[config.mk]
export PLATFORM = sky130hd
export DESIGN_NAME = tga_rle_pixel_decoder
export DESIGN_NICKNAME = d
export VERILOG_FILES = /design/src/design/trd_pkg.sv /design/src/design/tga_rle_pixel_decoder.sv
export SDC_FILE = /design/constraint.sdc
export NUM_CORES = 1
export LEC_CHECK = 0
export BUFFER_PORTS_ARGS = -buffer_cell sky130_fd_sc_hd__buf_2
export CAP_MARGIN = 20
export CORE_ASPECT_RATIO = 1.2
export CORE_MARGIN = 2
export CORE_UTILIZATION = 50
export CTS_BUF_LIST = sky130_fd_sc_hd__clkbuf_2
export DETAILED_ROUTE_END_ITERATION = 7
export PLACE_DENSITY = 0.67
export SYNTH_ARGS = -nofsm -noshare
export SYNTH_HDL_FRONTEND = slang
export SYNTH_SLANG_ARGS = --single-unit
export TNS_END_PERCENT = 100
[constraint.sdc]
create_clock -name clk_i -period 12.3 [get_ports clk_i]
set_input_delay 1.23 -clock clk_i [delete_from_list [all_inputs] [get_ports clk_i]]
set_output_delay 1.23 -clock clk_i [all_outputs]
set_load 0.03 [all_outputs]
[src/design/trd_pkg.sv]
// ----------------------------------------------------------------------------
// TGA pixel decoder package
// Shared types and constants for the TGA truecolor stream decoder: result
// kinds, header byte positions, file format codes and bus widths.
// ----------------------------------------------------------------------------
package trd_pkg;

  // Result kinds, carried on the output tuser.
  typedef enum logic [1:0] {
    KIND_HEADER      = 2'd0,
    KIND_PIXEL       = 2'd1,
    KIND_UNSUPPORTED = 2'd2,
    KIND_OVERFLOW    = 2'd3
  } kind_e;

  // Bus widths.
  localparam int InDataW  = 8;
  localparam int InUserW  = 1;
  localparam int OutDataW = 80;
  localparam int OutUserW = 2;
  localparam int PayloadW = 75;
  localparam int AddrW    = 3;
  localparam int ApbDataW = 32;

  // Register map (word index taken from paddr[2]).
  localparam logic RegSwapOrder = 1'b0;

  // Image types and pixel depths.
  localparam logic [7:0] TypeRaw = 8'd2;
  localparam logic [7:0] TypeRle = 8'd10;
  localparam logic [7:0] Depth24 = 8'd24;
  localparam logic [7:0] RunBias = 8'd127;

  // Header byte positions.
  localparam logic [4:0] HdrIdLen   = 5'd0;
  localparam logic [4:0] HdrType    = 5'd2;
  localparam logic [4:0] HdrCmLenLo = 5'd5;
  localparam logic [4:0] HdrCmLenHi = 5'd6;
  localparam logic [4:0] HdrEntry   = 5'd7;
  localparam logic [4:0] HdrWidthLo = 5'd12;
  localparam logic [4:0] HdrWidthHi = 5'd13;
  localparam logic [4:0] HdrHeightLo = 5'd14;
  localparam logic [4:0] HdrHeightHi = 5'd15;
  localparam logic [4:0] HdrDepth   = 5'd16;
  localparam logic [4:0] HdrLast    = 5'd17;

  // One result item.
  typedef struct packed {
    kind_e       kind;
    logic        last_pixel;
    logic [2:0]  pixel_bytes;
    logic [15:0] frame_height;
    logic [15:0] frame_width;
    logic [7:0]  repeat_count;
    logic [7:0]  alpha_channel;
    logic [7:0]  third_channel;
    logic [7:0]  second_channel;
    logic [7:0]  first_channel;
  } res_t;

endpackage

[src/design/tga_rle_pixel_decoder.sv]
// ----------------------------------------------------------------------------
// TGA truecolor RLE pixel decoder
// Parses a TGA byte stream (types 2 and 10), skips id and palette bytes and
// returns header info, pixels or pixel runs, and error results.
// ----------------------------------------------------------------------------
// Usage:
//   The slave stream takes one file byte per transfer in s_axis_tdata; its
//   tuser bit marks the first header byte of a new file and always restarts
//   header parsing. The master stream returns at most one result per input
//   byte: tuser holds the kind (header info, pixel run, unsupported type,
//   pixel overflow), tlast is set on the run that completes the image.
//   A result is valid in the cycle after the byte that caused it was
//   transferred. Throughput is one byte per cycle while results are taken;
//   every byte passes through one decode step between the state registers
//   and the result register. The header decode at byte 17 holds the two
//   small multipliers for the pixel count and the palette skip length.
//   When the receiver stalls, the result register holds its item and the
//   slave tready drops until the result is taken. After reset no result
//   is pending, the decoder waits for a byte marked as a file start, and
//   swap_order reads 1 (file B,G,R comes out as R,G,B). The user must write
//   swap_order over the APB port at address 0 only while idle (not enforced).
// ----------------------------------------------------------------------------
module tga_rle_pixel_decoder (
  input  logic                          clk_i,
  input  logic                          rst_ni,
  // Byte stream in
  input  logic                          s_axis_tvalid,
  output logic                          s_axis_tready,
  input  logic [trd_pkg::InDataW-1:0]   s_axis_tdata,  // [7:0] file_byte
  input  logic [trd_pkg::InUserW-1:0]   s_axis_tuser,  // [0] start_file
  // Results out
  output logic                          m_axis_tvalid,
  input  logic                          m_axis_tready,
  // [7:0] first_channel, [15:8] second_channel, [23:16] third_channel,
  // [31:24] alpha_channel, [39:32] repeat_count, [55:40] frame_width,
  // [71:56] frame_height, [74:72] pixel_bytes, [79:75] zero
  output logic [trd_pkg::OutDataW-1:0]  m_axis_tdata,
  output logic [trd_pkg::OutUserW-1:0]  m_axis_tuser,  // [1:0] kind
  output logic                          m_axis_tlast,  // last_pixel
  // Configuration
  input  logic                          psel,
  input  logic                          penable,
  input  logic                          pwrite,
  input  logic [trd_pkg::AddrW-1:0]     paddr,
  input  logic [trd_pkg::ApbDataW-1:0]  pwdata,
  output logic [trd_pkg::ApbDataW-1:0]  prdata,
  output logic                          pready
);
  import trd_pkg::*;

  // Decoder phases.
  localparam logic [2:0] PhIdle   = 3'd0;
  localparam logic [2:0] PhHeader = 3'd1;
  localparam logic [2:0] PhSkip   = 3'd2;
  localparam logic [2:0] PhHead   = 3'd3;
  localparam logic [2:0] PhPixel  = 3'd4;
  localparam logic [2:0] PhDone   = 3'd5;

  // Control state.
  logic [2:0]  phase_q, phase_d;
  logic [4:0]  hdr_idx_q, hdr_idx_d;
  logic [21:0] skip_q, skip_d;
  logic [31:0] pix_rem_q, pix_rem_d;
  logic        pkt_run_q, pkt_run_d;
  logic [7:0]  pkt_rem_q, pkt_rem_d;
  logic [1:0]  byte_idx_q, byte_idx_d;
  logic        swap_q;
  logic        out_valid_q, out_valid_d;

  // Header fields and pixel assembly.
  logic [7:0]  id_len_q, id_len_d;
  logic [7:0]  type_q, type_d;
  logic [15:0] cm_len_q, cm_len_d;
  logic [7:0]  entry_q, entry_d;
  logic [15:0] width_q, width_d;
  logic [15:0] height_q, height_d;
  logic [7:0]  depth_q, depth_d;
  logic [23:0] hold_q, hold_d;
  res_t        res_q, res_d;

  // Decode helpers.
  logic        accept;
  logic        load_out;
  logic        emit;
  logic        start;
  logic [7:0]  data_byte;
  logic [2:0]  cur_phase;
  logic [4:0]  cur_idx;
  logic [20:0] cm_bytes;
  logic [21:0] skip_total;
  logic [31:0] pix_total;
  logic        size_zero;
  logic [2:0]  pix_phase;
  logic        four_bytes;
  logic [2:0]  pix_bytes;
  logic        pix_last_byte;
  logic [7:0]  ch0, ch1, ch2, alpha;
  logic [7:0]  rep;
  logic [7:0]  pkt_rem_next;

  // Handshakes.
  assign load_out      = !out_valid_q || m_axis_tready;
  assign s_axis_tready = load_out;
  assign accept        = s_axis_tvalid && s_axis_tready;
  assign start         = s_axis_tuser[0];
  assign data_byte     = s_axis_tdata;

  // A file start restarts parsing at header byte 0.
  assign cur_phase = start ? PhHeader : phase_q;
  assign cur_idx   = start ? '0 : hdr_idx_q;

  // Header arithmetic, used at the last header byte.
  assign cm_bytes   = 21'(cm_len_q) * 21'(entry_q[7:3]);
  assign skip_total = 22'(id_len_q) + 22'(cm_bytes);
  assign pix_total  = 32'(width_q) * 32'(height_q);
  assign size_zero  = (width_q == '0) || (height_q == '0);
  assign pix_phase  = (type_q == TypeRle) ? PhHead : PhPixel;

  // Pixel format.
  assign four_bytes    = (depth_q != Depth24);
  assign pix_bytes     = four_bytes ? 3'd4 : 3'd3;
  assign pix_last_byte = four_bytes ? (byte_idx_q == 2'd3) : (byte_idx_q == 2'd2);

  // Channel assembly with optional first/third swap.
  always_comb begin
    alpha = four_bytes ? data_byte : 8'd0;
    ch1   = hold_q[15:8];
    if (swap_q) begin
      ch0 = four_bytes ? hold_q[23:16] : data_byte;
      ch2 = hold_q[7:0];
    end else begin
      ch0 = hold_q[7:0];
      ch2 = four_bytes ? hold_q[23:16] : data_byte;
    end
  end

  // Run length of the current packet.
  assign rep          = pkt_run_q ? pkt_rem_q : 8'd1;
  assign pkt_rem_next = pkt_run_q ? 8'd0 : pkt_rem_q - 8'd1;

  // Per-byte decode step.
  always_comb begin
    phase_d    = phase_q;
    hdr_idx_d  = hdr_idx_q;
    skip_d     = skip_q;
    pix_rem_d  = pix_rem_q;
    pkt_run_d  = pkt_run_q;
    pkt_rem_d  = pkt_rem_q;
    byte_idx_d = byte_idx_q;
    id_len_d   = id_len_q;
    type_d     = type_q;
    cm_len_d   = cm_len_q;
    entry_d    = entry_q;
    width_d    = width_q;
    height_d   = height_q;
    depth_d    = depth_q;
    hold_d     = hold_q;
    emit       = 1'b0;
    res_d      = '0;
    res_d.frame_width  = width_q;
    res_d.frame_height = height_q;
    res_d.pixel_bytes  = pix_bytes;

    if (accept) begin
      if (start) begin
        phase_d   = PhHeader;
        hdr_idx_d = '0;
      end
      unique case (cur_phase)
        PhHeader: begin
          hdr_idx_d = cur_idx + 5'd1;
          // Store the header bytes that matter.
          unique case (cur_idx)
            HdrIdLen:    id_len_d        = data_byte;
            HdrType:     type_d          = data_byte;
            HdrCmLenLo:  cm_len_d[7:0]   = data_byte;
            HdrCmLenHi:  cm_len_d[15:8]  = data_byte;
            HdrEntry:    entry_d         = data_byte;
            HdrWidthLo:  width_d[7:0]    = data_byte;
            HdrWidthHi:  width_d[15:8]   = data_byte;
            HdrHeightLo: height_d[7:0]   = data_byte;
            HdrHeightHi: height_d[15:8]  = data_byte;
            HdrDepth:    depth_d         = data_byte;
            default: ;
          endcase
          if (cur_idx == HdrType && data_byte != TypeRaw && data_byte != TypeRle) begin
            phase_d = PhDone;
            emit    = 1'b1;
            res_d   = '0;
            res_d.kind = KIND_UNSUPPORTED;
          end else if (cur_idx >= HdrLast) begin
            skip_d     = skip_total;
            pix_rem_d  = pix_total;
            emit       = 1'b1;
            res_d.kind = KIND_HEADER;
            byte_idx_d = '0;
            if (skip_total != '0) begin
              phase_d = PhSkip;
            end else begin
              phase_d = size_zero ? PhDone : pix_phase;
              if (type_q != TypeRle) begin
                pkt_run_d = 1'b0;
              end
            end
          end
        end
        PhSkip: begin
          skip_d = skip_q - 22'd1;
          if (skip_q == 22'd1) begin
            byte_idx_d = '0;
            phase_d    = (pix_rem_q == '0) ? PhDone : pix_phase;
            if (type_q != TypeRle) begin
              pkt_run_d = 1'b0;
            end
          end
        end
        PhHead: begin
          // Head byte: run flag in the top bit, length in the rest.
          pkt_run_d  = data_byte[7];
          pkt_rem_d  = data_byte[7] ? data_byte - RunBias : data_byte + 8'd1;
          byte_idx_d = '0;
          phase_d    = PhPixel;
        end
        PhPixel: begin
          if (!pix_last_byte) begin
            // Collect the leading bytes of the pixel.
            byte_idx_d = byte_idx_q + 2'd1;
            case (byte_idx_q)
              2'd0: hold_d[7:0]   = data_byte;
              2'd1: hold_d[15:8]  = data_byte;
              2'd2: hold_d[23:16] = data_byte;
              default: ;
            endcase
          end else begin
            byte_idx_d = '0;
            emit       = 1'b1;
            res_d.first_channel  = ch0;
            res_d.second_channel = ch1;
            res_d.third_channel  = ch2;
            res_d.alpha_channel  = alpha;
            if (type_q != TypeRle) begin
              // Raw image: one pixel per result.
              pix_rem_d          = pix_rem_q - 32'd1;
              res_d.kind         = KIND_PIXEL;
              res_d.repeat_count = 8'd1;
              res_d.last_pixel   = (pix_rem_q == 32'd1);
              if (pix_rem_q == 32'd1) begin
                phase_d = PhDone;
              end
            end else if (32'(rep) > pix_rem_q) begin
              // Packet runs past the image: report and stop.
              phase_d = PhDone;
              res_d.kind           = KIND_OVERFLOW;
              res_d.first_channel  = '0;
              res_d.second_channel = '0;
              res_d.third_channel  = '0;
              res_d.alpha_channel  = '0;
            end else begin
              pix_rem_d          = pix_rem_q - 32'(rep);
              pkt_rem_d          = pkt_rem_next;
              res_d.kind         = KIND_PIXEL;
              res_d.repeat_count = rep;
              res_d.last_pixel   = (pix_rem_q == 32'(rep));
              if (pkt_rem_next == '0) begin
                phase_d = (pix_rem_q == 32'(rep)) ? PhDone : PhHead;
              end
            end
          end
        end
        default: ;
      endcase
    end
  end

  // Result register valid.
  always_comb begin
    out_valid_d = out_valid_q;
    if (load_out) begin
      out_valid_d = accept && emit;
    end
  end

  // Control registers.
  always_ff @(posedge clk_i or negedge rst_ni) begin
    if (!rst_ni) begin
      phase_q     <= PhIdle;
      hdr_idx_q   <= '0;
      skip_q      <= '0;
      pix_rem_q   <= '0;
      pkt_run_q   <= 1'b0;
      pkt_rem_q   <= '0;
      byte_idx_q  <= '0;
      out_valid_q <= 1'b0;
    end else begin
      phase_q     <= phase_d;
      hdr_idx_q   <= hdr_idx_d;
      skip_q      <= skip_d;
      pix_rem_q   <= pix_rem_d;
      pkt_run_q   <= pkt_run_d;
      pkt_rem_q   <= pkt_rem_d;
      byte_idx_q  <= byte_idx_d;
      out_valid_q <= out_valid_d;
    end
  end

  // Header fields, pixel bytes and the result payload.
  always_ff @(posedge clk_i) begin
    id_len_q <= id_len_d;
    type_q   <= type_d;
    cm_len_q <= cm_len_d;
    entry_q  <= entry_d;
    width_q  <= width_d;
    height_q <= height_d;
    depth_q  <= depth_d;
    hold_q   <= hold_d;
    if (accept && emit) begin
      res_q <= res_d;
    end
  end

  // Configuration register.
  always_ff @(posedge clk_i or negedge rst_ni) begin
    if (!rst_ni) begin
      swap_q <= 1'b1;
    end else if (psel && penable && pwrite && pready && paddr[2] == RegSwapOrder) begin
      swap_q <= pwdata[0];
    end
  end

  assign pready = 1'b1;
  assign prdata = (paddr[2] == RegSwapOrder) ? {{(ApbDataW-1){1'b0}}, swap_q} : '0;

  // Output stream.
  assign m_axis_tvalid = out_valid_q;
  assign m_axis_tuser  = res_q.kind;
  assign m_axis_tlast  = res_q.last_pixel;
  assign m_axis_tdata  = {{(OutDataW-PayloadW){1'b0}}, res_q.pixel_bytes,
                          res_q.frame_height, res_q.frame_width, res_q.repeat_count,
                          res_q.alpha_channel, res_q.third_channel,
                          res_q.second_channel, res_q.first_channel};

  // Checks.
  a_stall_only_on_pending: assert property (@(posedge clk_i) disable iff (!rst_ni)
    !s_axis_tready |-> m_axis_tvalid)
    else $error("input stalled with no result pending");

  a_raw_count_live: assert property (@(posedge clk_i) disable iff (!rst_ni)
    (phase_q == PhPixel && type_q != TypeRle) |-> pix_rem_q != '0)
    else $error("raw pixel phase with no pixels left");

  a_run_nonzero: assert property (@(posedge clk_i) disable iff (!rst_ni)
    (m_axis_tvalid && res_q.kind == KIND_PIXEL) |-> res_q.repeat_count != '0)
    else $error("pixel result with zero repeat count");

  a_byte_idx_range: assert property (@(posedge clk_i) disable iff (!rst_ni)
    (phase_q == PhPixel && !four_bytes) |-> byte_idx_q != 2'd3)
    else $error("byte index past a 24-bit pixel");

endmodule
==> results by stage <==
CTS:
- Buffers added to address setup during post-CTS repair amount to 0.
- The number of H-tree levels is 2.
- The number of buffers on the longest clock path is 3.
- The clock sink count is 253.
- In this run the clock root is driven by a clkbuf_2.
- The clock reaches the later pin of the worst-skew pair after 0.98 ns.
- The CTS buffer count is 60.
- TritonCTS built the clock tree.
- Buffers inserted to repair hold after CTS numbered 0.
- The post-cts resize count is 0.
- The clock-pin slew of the registers on the worst-case setup and hold paths is 0.12 ns.

Synthesis:
- The number of distinct library cells after synthesis is 76.
- The area fraction of the dominant cell type after synthesis is 22.81%.
- The number of flops mapped to enable cells by yosys is 178.
- For this run, asynchronously set or reset flops after synthesis account for 29.64%.
- Summed over all instances, the cell type with the most area after synthesis is edfxtp_1.
- The count of synthesis-stage warnings from yosys is 0.
- In this run, synthesis produced a sequential element count of 253.
- The mapped netlist covers 23430 um^2.
- The average instance area after synthesis is 9.586 um^2.
- The number of instances in the synthesized netlist is 2444.
- Yosys attributes the largest share of cell area to edfxtp_1 23%, fa_1 21%, ha_1 9.0%.
- Among all flip-flop cells after synthesis, the most frequent one is edfxtp_1.
- For this run, the register share of the synthesized area comes to 30.83%.

Run:
- The tool flagged a number of max-cap violations equal to 0.

Pwr:
- Of the total power, combinational logic draws 29.4%.
- The worst IR drop on VDD is 0.05402 mV.
- The ratio of total power to cell area is 95.08 nW/um^2.
- Sequential cells account for 46.6% of the total power.
- The internal power is 1.480 mW.
- Of the total power, the clock network draws 24.0%.
- In this run the static leakage power is 11.37 nW.
- The net load switching power is 0.8877 mW.
- Of the total power, the share spent switching nets is 37.50%.

Routing:
- The DRC violation count after routing is 0.
- The mean routed wirelength per cell is 18.39 um.
- The violation count after the first detailed-route iteration is 1120.
- The number of nets still failing antenna checks after routing is 0.
- The via count of the routed design is 17882.
- Using the TritonRoute via totals, the vias-per-cell ratio works out to 5.632.
- The routed wire length is 58400 um.
- The first-pass detailed-route iteration total is 5.

STA:
- Setup slack closes at 5.331 ns.
- The final critical path takes up 56.66% of the cycle.
- The routed design could run at a clock period as short as 6.969 ns.
- At the pin with the least slew margin, the transition time is 0.9961 ns.
- The count of pins over their slew limit is 0.
- Setup repair after global routing left no endpoint under its margin.
- The total negative slack is 0 ns.
- The final setup violation count is 0.
- The maximum clock frequency is 143.5 MHz.
- The hold violation total from the final report is 0.
- The minimum hold slack is 0.07071 ns.
- Measured against its own limit, the worst slew margin works out to 33.60%.
- The clock arrives with 0.1325 ns of skew.

Critical path:
- The critical path data required time is 13.15 ns.
- The startpoint of the lowest-slack register-to-register path is width_q[10]$_DFFE_PP_.
- The worst setup path is launched from a register.
- The type of destination of the critical path is a register.
- The peak fanout along the critical path is 18.
- At the worst endpoint, the arrival time is 7.82 ns.
- The flop-to-flop setup slack is 5.33 ns.
- The kind of critical path is reg -> reg.
- The depth of the most critical reg-to-reg path is 22.
- The capturing point of the worst reg2reg path is pix_rem_q[30]$_DFFE_PN0P_.

Finish:
- From synthesis to final layout, the design area changed by 6.275%.
- The share of the core filled with cells in the final layout is 54.06%.
- The share of post-route cells with drive strength above 1 is 9.148%.
- The most common library cell in the layout ignoring fill and taps is inv_1.
- The non-filler instance count after layout is 3175.
- In the layout the commonest cells are 329 x inv_1, 298 x nand2_1, 245 x fa_1, 178 x edfxtp_1, 171 x and2_1.
- The net count reported at finish is 2976.

Floorplanning:
- The initial utilization of the core area, before any placement, comes to 50.87%.
- In this run the vertical extent of the chip is 241.1 um.
- The die footprint is 48610 um^2.
- The placement row count is 86.
- The boundary pin count is 169.
- The die is 201.6 um wide.
- The area of the placeable core is 46050 um^2.

Global routing:
- The leftover overflow at the end of global routing is 0.
- The via count of the first global-routing pass is 18795.
- Entering global routing, the biggest net connects 79 pins.
- The number of antenna violations at the first check in global routing is 1.
- The first global-routing pass estimated 94070 um of wire.
- In the global route stage, overall resource usage came out at 24.36%.

Place:
- At the end of routability-driven placement, the weighted congestion stood at 0.9098.
- At the placement stage, the worst setup path has a slack of 5.262 ns.
- Summed over all nets, the half-perimeter wirelength after detailed placement is 41900 um.
- The cell count after placement is 3061.
- The count of buffers inserted at the top-level ports is 98.

Status:
- The run finished with clean final reports.

Hold path:
- In this run the worst hold path is classified as in -> async.
per-layer routing:
metal	GRT usage [%]	wire, um
met1	27.77	22380
met5	0	0
met3	3.133	3090
met4	11.05	2240
met2	45.57	30690
flip-flops by register name, indices dropped and copies added, names as in the netlist, 2 cells and up:
signal,count
pkt_rem_q,8
skip_q,22
m_axis_tuser,2
phase_q,3
width_q,16
pix_rem_q,32
height_q,16
cm_len_q,16
id_len_q,8
type_q,8
byte_idx_q,2
hold_q,24
hdr_idx_q,5
entry_q,5
depth_q,8
m_axis_tdata,74
Yosys cell counts (9+ instances only):
library cell	count
a211oi_1	18
nor4_1	31
xnor2_1	34
nand2_1	298
or3_1	10
nor2_1	117
o22ai_1	9
dfrtp_1	74
a22oi_1	9
fa_1	245
inv_1	329
o211ai_1	12
nand3_1	33
clkbuf_1	104
buf_4	38
and3_1	20
nand4_1	14
ha_1	168
a21oi_1	122
mux2i_1	10
a31oi_1	13
a21o_1	17
xor2_1	28
edfxtp_1	178
and2_1	171
nand2b_1	18
nor2b_1	45
o21a_1	14
o21ai_0	107
nor3_1	45
critical path, cell delays in order (launching register included):
cell and delay, ns:
edfxtp_1 1.03, nand2_1 0.18, fa_1 0.57, inv_1 0.05
fa_1 0.48, inv_1 0.06, fa_1 0.51, inv_1 0.06
fa_1 0.49, fa_1 0.51, inv_1 0.05, fa_1 0.48
inv_1 0.04, ha_1 0.33, and3_1 0.23, and4_1 0.21
a22oi_1 0.22, a41oi_1 0.25, a2111oi_0 0.44, nor3_1 0.15
a31oi_1 0.22, xor2_1 0.24, o221ai_1 0.15
power groups by stage:
stage | clock network [mW] | logic [mW] | registers (mW)
finish | 0.569 | 0.696 | 1.10
global route | 0.619 | 0.781 | 1.12
CTS | 0.585 | 0.692 | 1.10
detailed placement | 0 | 0.689 | 1.12
global placement | 0 | 0.674 | 1.11
floorplan | 0 | 0.538 | 1.09
kinds of logic (layout without fill, tap and decap cells):
| logic type | Yosys count | after routing | share of synthesized area [%] |
|---|---|---|---|
| AOI/OAI and AO/OA | 396 | 396 | 10.55 |
| xor gates and xnor gates | 62 | 62 | 2.318 |
| adders and majority gates | 413 | 413 | 29.91 |
| buffers and inverters | 472 | 551 | 8.171 |
| DFF | 253 | 253 | 30.83 |
| muxes | 13 | 13 | 0.5714 |
| other | 2 | 38 | 0.03205 |
| and+or+nand+nor | 833 | 833 | 17.62 |
through the flow:
stage	instance area (um^2)	total power [mW]
6_report	24900	2.367
5_1_grt	24900	2.517
4_1_cts	24830	2.376
3_5_place_dp	24260	1.807
3_3_place_gp	24260	1.788
2_1_floorplan	23560	1.627
final cells by class:
class | count | area (um^2)
fillers | 4176 | 21160
multi-input cells | 1754 | 14460
flip-flops and latches | 253 | 7223
inverters | 329 | 1235
well taps | 616 | 770.7
repair buffers | 114 | 643.1
clock buffers | 89 | 445.4
clock inverters | 19 | 123.9
diodes | 1 | 2.502
worst max-delay path by stage:
stage,startpoint,end,slack [ns],depth (start not counted)
3_5_place_dp,width_q[13]$_DFFE_PP_,pix_rem_q[30]$_DFFE_PN0P_,5.26,22
3_3_place_gp,width_q[13]$_DFFE_PP_,pix_rem_q[30]$_DFFE_PN0P_,5.29,22
2_1_floorplan,height_q[7]$_DFFE_PP_,pix_rem_q[30]$_DFFE_PN0P_,5.99,24
6_report,width_q[10]$_DFFE_PP_,pix_rem_q[30]$_DFFE_PN0P_,5.33,22
4_1_cts,width_q[13]$_DFFE_PP_,pix_rem_q[30]$_DFFE_PN0P_,5.39,22
5_1_grt,width_q[10]$_DFFE_PP_,pix_rem_q[30]$_DFFE_PN0P_,4.84,22
Power figures use the tool's default switching activity.
